**src/rtl/core/rgba_ob_pkg.sv**
```systemverilog
// Shared types and constants for the RGBA over/blend pipeline.
package rgba_ob_pkg;

    typedef enum logic {
        CMD_OVER  = 1'b0,
        CMD_BLEND = 1'b1
    } t_cmd;

    // color channels that go through the divider (red, green, blue)
    localparam int LANES = 3;

endpackage

```
**src/rtl/core/rgba8_over_and_blend.sv**
```systemverilog
// Top level: RGBA over-composite and weighted blend, one pixel per clock unless stalled.
// One beat in, one beat out, in order. Throughput is one pixel per clock while the output
// accepts data; the pipeline is four operand/multiply/sum stages, then one stage per quotient bit
// of the restoring divider that turns premultiplied sums back into straight color.
// Every stage has its own valid bit and advances when its successor can take data,
// so bubbles collapse and output backpressure stalls without loss.
module rgba8_over_and_blend #(
    parameter int CHANNEL_BITS = 8
) (
    input  logic i_clk,
    input  logic i_rst_n,
    input  logic s_axis_tvalid,
    output logic s_axis_tready,
    // front_red, front_green, front_blue, front_alpha,
    // back_red, back_green, back_blue, back_alpha, weight
    input  logic [((9*CHANNEL_BITS+7)/8)*8-1:0] s_axis_tdata,
    // cmd
    input  logic s_axis_tuser,
    output logic m_axis_tvalid,
    input  logic m_axis_tready,
    // out_red, out_green, out_blue, out_alpha
    output logic [((4*CHANNEL_BITS+7)/8)*8-1:0] m_axis_tdata
);

    localparam int CB  = CHANNEL_BITS;
    localparam int NL  = rgba_ob_pkg::LANES;
    localparam int OW  = ((4 * CB + 7) / 8) * 8;
    localparam logic [CB-1:0] M = '1;

    logic [CB-1:0] in_f [0:3];
    logic [CB-1:0] in_b [0:3];
    logic [CB-1:0] in_w;
    logic [CB-1:0] sel_w;
    logic [CB-1:0] sel_ta;
    logic [CB-1:0] fc_z [0:NL-1];
    logic [CB-1:0] bc_z [0:NL-1];
    rgba_ob_pkg::t_cmd in_cmd;

    always_comb begin
        for (int k = 0; k < 4; k++) begin
            in_f[k] = s_axis_tdata[k*CB +: CB];
            in_b[k] = s_axis_tdata[(k+4)*CB +: CB];
        end
        in_w   = s_axis_tdata[8*CB +: CB];
        in_cmd = rgba_ob_pkg::t_cmd'(s_axis_tuser);
        for (int l = 0; l < NL; l++) begin
            fc_z[l] = (in_f[3] == '0) ? '0 : in_f[l];
            bc_z[l] = (in_b[3] == '0) ? '0 : in_b[l];
        end
        // over folds into the lerp: transparent back -> full weight on front,
        // otherwise weight front alpha onto an opaque front
        case (in_cmd)
            rgba_ob_pkg::CMD_OVER: begin
                sel_w  = (in_b[3] == '0) ? M : in_f[3];
                sel_ta = (in_b[3] == '0) ? in_f[3] : M;
            end
            rgba_ob_pkg::CMD_BLEND: begin
                sel_w  = in_w;
                sel_ta = in_f[3];
            end
            default: begin
                sel_w  = in_w;
                sel_ta = in_f[3];
            end
        endcase
    end

    // stage 1: selected operands
    logic          r1_vld;
    logic [CB-1:0] r1_w, r1_fa, r1_ta;
    logic [CB-1:0] r1_fc [0:NL-1];
    logic [CB-1:0] r1_tc [0:NL-1];
    // stage 2: alpha weights
    logic            r2_vld;
    logic [2*CB-1:0] r2_a0, r2_a1;
    logic [CB-1:0]   r2_fc [0:NL-1];
    logic [CB-1:0]   r2_tc [0:NL-1];
    // stage 3: new alpha and premultiplied terms
    logic            r3_vld;
    logic [2*CB-1:0] r3_na;
    logic [3*CB-1:0] r3_p0 [0:NL-1];
    logic [3*CB-1:0] r3_p1 [0:NL-1];
    // stage 4: numerators
    logic            r4_vld;
    logic [2*CB-1:0] r4_na;
    logic [NL-1:0][3*CB-1:0] r4_p;

    logic rdy1, rdy2, rdy3, rdy4, div_rdy;
    assign rdy4 = !r4_vld || div_rdy;
    assign rdy3 = !r3_vld || rdy4;
    assign rdy2 = !r2_vld || rdy3;
    assign rdy1 = !r1_vld || rdy2;
    assign s_axis_tready = rdy1;

    always_ff @(posedge i_clk) begin
        if (!i_rst_n) begin
            r1_vld <= 1'b0;
            r2_vld <= 1'b0;
            r3_vld <= 1'b0;
            r4_vld <= 1'b0;
        end else begin
            if (rdy1) r1_vld <= s_axis_tvalid;
            if (rdy2) r2_vld <= r1_vld;
            if (rdy3) r3_vld <= r2_vld;
            if (rdy4) r4_vld <= r3_vld;
        end
    end

    always_ff @(posedge i_clk) begin
        if (rdy1 && s_axis_tvalid) begin
            r1_w  <= sel_w;
            r1_fa <= in_b[3];
            r1_ta <= sel_ta;
            for (int l = 0; l < NL; l++) begin
                r1_fc[l] <= bc_z[l];
                r1_tc[l] <= fc_z[l];
            end
        end
        if (rdy2 && r1_vld) begin
            r2_a0 <= (M - r1_w) * r1_fa;
            r2_a1 <= r1_w * r1_ta;
            for (int l = 0; l < NL; l++) begin
                r2_fc[l] <= r1_fc[l];
                r2_tc[l] <= r1_tc[l];
            end
        end
        if (rdy3 && r2_vld) begin
            r3_na <= r2_a0 + r2_a1;
            for (int l = 0; l < NL; l++) begin
                r3_p0[l] <= r2_a0 * r2_fc[l];
                r3_p1[l] <= r2_a1 * r2_tc[l];
            end
        end
        if (rdy4 && r3_vld) begin
            r4_na <= r3_na;
            for (int l = 0; l < NL; l++) begin
                r4_p[l] <= r3_p0[l] + r3_p1[l];
            end
        end
    end

    logic [NL-1:0][CB-1:0] div_q;
    logic [CB-1:0]         div_alpha;

    rgba_ob_divider #(
        .CHANNEL_BITS(CB)
    ) u_div (
        .i_clk   (i_clk),
        .i_rst_n (i_rst_n),
        .i_vld   (r4_vld),
        .o_rdy   (div_rdy),
        .i_p     (r4_p),
        .i_na    (r4_na),
        .o_vld   (m_axis_tvalid),
        .i_rdy   (m_axis_tready),
        .o_q     (div_q),
        .o_alpha (div_alpha)
    );

    assign m_axis_tdata = OW'({div_alpha, div_q[2], div_q[1], div_q[0]});

endmodule

```
**src/rtl/core/rgba_ob_divider.sv**
```systemverilog
// Pipelined restoring divider: three color quotients sharing one divisor, plus alpha = na / M.
module rgba_ob_divider #(
    parameter int CHANNEL_BITS = 8
) (
    input  logic                                   i_clk,
    input  logic                                   i_rst_n,
    input  logic                                   i_vld,
    output logic                                   o_rdy,
    input  logic [rgba_ob_pkg::LANES-1:0][3*CHANNEL_BITS-1:0] i_p,
    input  logic [2*CHANNEL_BITS-1:0]              i_na,
    output logic                                   o_vld,
    input  logic                                   i_rdy,
    output logic [rgba_ob_pkg::LANES-1:0][CHANNEL_BITS-1:0]   o_q,
    output logic [CHANNEL_BITS-1:0]                o_alpha
);

    localparam int CB = CHANNEL_BITS;
    localparam int NL = rgba_ob_pkg::LANES;
    localparam int PW = 3 * CB;
    localparam int DW = 3 * CB + 1;
    localparam int NW = 2 * CB;
    localparam logic [CB-1:0] M = '1;

    // stage s settles quotient bit CB-s; bit CB set means saturate
    logic          r_vld  [0:CB];
    logic [DW-1:0] r_rem  [0:CB][0:NL-1];
    logic [CB:0]   r_q    [0:CB][0:NL-1];
    logic [NW-1:0] r_na   [0:CB];
    logic [CB-1:0] r_aq   [0:CB];
    logic          r_nz   [0:CB];
    logic          rdy    [0:CB+1];

    assign rdy[CB+1] = i_rdy;
    assign o_rdy     = rdy[0];

    for (genvar s = 0; s <= CB; s++) begin : g_st
        localparam int J = CB - s;
        logic          src_vld;
        logic [DW-1:0] src_rem [0:NL-1];
        logic [CB:0]   src_q   [0:NL-1];
        logic [NW-1:0] src_na;
        logic [CB-1:0] src_aq;
        logic          src_nz;
        logic [DW-1:0] n_rem   [0:NL-1];
        logic [CB:0]   n_q     [0:NL-1];
        logic [DW-1:0] d;

        assign rdy[s] = !r_vld[s] || rdy[s+1];

        if (s == 0) begin : g_first
            // na / M by reciprocal: exact for na up to M*M
            logic [NW:0] a_sum;
            always_comb begin
                a_sum = (NW+1)'(i_na) + (NW+1)'(i_na >> CB) + (NW+1)'(1);
                src_vld = i_vld;
                for (int l = 0; l < NL; l++) begin
                    src_rem[l] = DW'(i_p[l]);
                    src_q[l]   = '0;
                end
                src_na   = i_na;
                src_aq   = a_sum[CB +: CB];
                src_nz   = (i_na != '0);
            end
        end else begin : g_next
            always_comb begin
                src_vld = r_vld[s-1];
                for (int l = 0; l < NL; l++) begin
                    src_rem[l] = r_rem[s-1][l];
                    src_q[l]   = r_q[s-1][l];
                end
                src_na   = r_na[s-1];
                src_aq   = r_aq[s-1];
                src_nz   = r_nz[s-1];
            end
        end

        always_comb begin
            d  = DW'(src_na) << J;
            for (int l = 0; l < NL; l++) begin
                n_rem[l] = src_rem[l];
                n_q[l]   = src_q[l];
                if (src_rem[l] >= d) begin
                    n_rem[l] = src_rem[l] - d;
                    n_q[l]   = src_q[l] | ((CB + 1)'(1) << J);
                end
            end
        end

        always_ff @(posedge i_clk) begin
            if (!i_rst_n) begin
                r_vld[s] <= 1'b0;
            end else if (rdy[s]) begin
                r_vld[s] <= src_vld;
            end
        end

        always_ff @(posedge i_clk) begin
            if (rdy[s] && src_vld) begin
                for (int l = 0; l < NL; l++) begin
                    r_rem[s][l] <= n_rem[l];
                    r_q[s][l]   <= n_q[l];
                end
                r_na[s]   <= src_na;
                r_aq[s]   <= src_aq;
                r_nz[s]   <= src_nz;
            end
        end
    end

    assign o_vld = r_vld[CB];

    always_comb begin
        for (int l = 0; l < NL; l++) begin
            if (!r_nz[CB]) begin
                o_q[l] = '0;
            end else if (r_q[CB][l][CB]) begin
                o_q[l] = M;
            end else begin
                o_q[l] = r_q[CB][l][CB-1:0];
            end
        end
        o_alpha = r_nz[CB] ? r_aq[CB] : '0;
    end

endmodule

```
**config.mk**
```make
export PLATFORM = sky130hd
export DESIGN_NAME = rgba8_over_and_blend
export DESIGN_NICKNAME = d
export VERILOG_FILES = /design/src/rtl/core/rgba_ob_pkg.sv /design/src/rtl/core/rgba8_over_and_blend.sv /design/src/rtl/core/rgba_ob_divider.sv
export SDC_FILE = /design/constraint.sdc
export NUM_CORES = 2
export LEC_CHECK = 0
export ABC_CLOCK_PERIOD_IN_PS = 21200
export BUFFER_PORTS_ARGS = -buffer_cell sky130_fd_sc_hd__buf_2
export CORE_MARGIN = 10
export CORE_UTILIZATION = 60
export DETAILED_ROUTE_END_ITERATION = 6
export PLACE_DENSITY = 0.78
export SYNTH_ARGS = -nofsm -noshare
export SYNTH_HDL_FRONTEND = slang
export SYNTH_SLANG_ARGS = --single-unit
```
**constraint.sdc**
```tcl
create_clock -name i_clk -period 21.2 [get_ports i_clk]
set_input_delay 3.18 -clock i_clk [delete_from_list [all_inputs] [get_ports i_clk]]
set_output_delay 3.18 -clock i_clk [all_outputs]
set_load 0.02 [all_outputs]
```
==> run metrics <==
Seq. cell area=40,700 sq um; remaining design rule violation count=0; Adder-Cell Fraction of Synth Area=0.230; Hold Path End=u_div.r_aq[0][10]; 1st-iter DRT viols=4,428; Layout area overhead=8.05%; iteration count of the initial detailed-routing pass=7; xor/xnor share of the synthesized area=0.0507; max layer used=met4; Fmax achieved=112 MHz; critical-path cell list=buf_2 -> nor2b_1 -> and3_1 -> and3_1 -> nand2_1 -> nor2_1 -> and2_1 -> and3_1 -> nand2_1 -> buf_2; worst hold path class=flip-flop to flip-flop; Static Leakage=0.0446 uW; crit end category=primary output; Worst Reg2Reg Path Length in Cells=17; DR WL/cell=21.1 microns; Yosys warning count=0; Post-synth EDFFs=1,352; RSZ-0062 raised after global routing=false; Peak VDD IR=0.000203 V; TritonCTS buffer count=149; Worst Setup Slack, final=12.24 ns; Clock Tree Root=clkbuf_16; CTS Hold Bufs=0; Slew Limit Headroom=0.0739; Commonest cells post-synth=edfxtp_1 (1,352), inv_1 (1,018), ha_1 (861); cell with the most instances after synthesis=edfxtp_1; grt ovf=0; Critical Path Most Common Cell=and3_1; Critical Path RT=18.02 ns; asr flop ratio synth=0; hold depth=0; CP delay by family, top=simple AND/OR/NAND/NOR gates; Via Count=67,600; post-synthesis mux area share=0.0142; compound-gate portion of the synthesized area=0.105; routed wl met2=125,000 microns; vias per cell=5.87; Clock Sinks=1,357; met3 wire length=8820 microns; HP Start=u_div.r_aq[0][2]; Fin. Hold Viols=0; global-route wire length before repair=380,000 microns; Final Wtd Congestion=1.01; crit path DAT=5.78 ns; Setup TNS=0 ns; hpwl dp=190,000 microns; Starting Density=0.603; Setup Skew=0.0559 ns; cts repair resizes=0; largest family of logic cells by synthesized area=adder cells; Post-Synth Simple-Gate Area=0.143; Worst-Margin Slew=1.39 ns; Worst setup SP type=primary input; met1 wire length=84,600 microns; DIE WIDTH=427 microns; vias in the first global route=70,000; Worst-path clk slew=0.06 ns; Post-Route WL=243,000 microns; GRT Util Overall=0.268; H-tree depth=4; Post-Syn Area=99,400 sq um; share of cells above drive strength 1=0.0633; PD cells=145 nW/um^2; Slowest-stage cell, CP=and3_1; WP depth=10; Post-synth top flop=edfxtp_1; Final Setup Violations=0; fillers=12,500; setup bufs post-CTS=0; CTS tree=built; sequential fraction of the synthesis area=0.409; largest stage delay on the critical path=0.46 ns; clk buf depth=3; crit path time final=8.96 ns; Synth cell types=87; cell taking the most area after synthesis=edfxtp_1; num ports=111; Worst Path Max Fanout=6; syn_area_per_cell=10.9 sq um; largest net degree at the start of global routing=79; Antenna Nets Post-Route=0; final worst path period share=0.423; worst reg-to-reg setup slack=15.21 ns; core area=165,000 sq um; Total Nets Final=10,800; crit path kind=primary input to primary output; fin. max-slew vios=0; Std-Cell Rows=149; cells after synthesis=9,111; post-synth top area share=0.408; Reg2Reg Launch Point=r2_a0[5]; max cap viols=0; area of the die=182,000 sq um; area of the multi-input gates=54,200 sq um; Syn Nets=10,700; synthesis-stage register bit count=1,357; initial antenna violation count=4; CP bufs+invs=2; Die Ht=427 microns; worst-skew pair later-pin latency=0.82 ns; status=completed; pre-CTS setup slack=12.30 ns; top cells by area, synth=edfxtp_1 (41%), fa_1 (12%), ha_1 (11%), and2_1 (4.8%), inv_1 (3.8%); Buffers on Ports=110; RR Endpoint=r3_p0[0][45]
[worst max-delay path by stage]
stage                          end  slack, ns           from
global placement     s_axis_tready      12.33  m_axis_tready
CTS                  s_axis_tready      12.20  m_axis_tready
finish               s_axis_tready      12.24  m_axis_tready
global route         s_axis_tready      12.05  m_axis_tready
detailed placement   s_axis_tready      12.30  m_axis_tready
floorplan           u_div.r_vld[5]       8.30  m_axis_tready
[stage by stage]
step	cell area (sq um)	util	hold slack [ns]	total power (uW)	cells
after floorplan	99400	-	0.400	10600	9111
after global placement	102000	0.622	0.401	12700	11300
after detailed placement	102000	0.622	0.405	12900	11300
after CTS	107000	0.652	0.372	15600	11500
after global routing	107000	0.652	0.369	16800	11500
final	107000	0.652	0.378	15500	11500
[sequential cells by signal (all words and copies together) (netlist names), 24 cells and up]
signal and count:
u_div.r_rem 600, u_div.r_q 135, u_div.r_na 128, r3_p0 72, r3_p1 72, r4_p 72
u_div.r_aq 72, r1_fc 24, r1_tc 24, r2_fc 24, r2_tc 24
[layout make-up]
type	count	area share
timing repair buffer	172	0.00946
inverter	1020	0.0356
multi-input combinational	6521	0.504
antenna	1	0.0000233
clock inverter	96	0.0104
clock buffer	174	0.0358
tap	2189	0.0255
sequential	1357	0.379
[layout by cell type (no fill, tap or decap), types with 135 or more instances in the layout]
| cell | count |
|---|---|
| ha_1 | 861 |
| nand2_1 | 560 |
| clkbuf_16 | 150 |
| xnor2_1 | 358 |
| o21ai_0 | 339 |
| nor2_1 | 495 |
| inv_1 | 1018 |
| and2_1 | 765 |
| a21oi_1 | 502 |
| fa_1 | 605 |
| nor3_1 | 135 |
| nor2b_1 | 151 |
| xor2_1 | 217 |
| edfxtp_1 | 1352 |
| a21o_1 | 200 |
[metal layers]
layer,vias up,GRT usage
li1,32000,-
met1,32900,0.274
met2,1893,0.487
met3,791,0.0315
met4,0,0.223
met5,-,0
[cell families (layout without fill, tap and decap cells)]
logic type	after synthesis	in the layout
AND/OR/NAND/NOR	2715	2715
AO/OA/AOI/OAI	1637	1637
adder cells (fa/ha/maj)	1466	1466
flip-flops	1357	1357
buffers and inverters	1233	1462
XOR/XNOR	575	575
multiplexers	128	128
other	0	1
[power breakdown]
part	switching (uW)	leakage, uW	total, uW	internal [uW]
Sequential	202	0.0122	3840	3630
Combinational	5260	0.0300	9100	3840
Clock	1130	0.00237	2600	1470
Power figures use the tool's default switching activity.
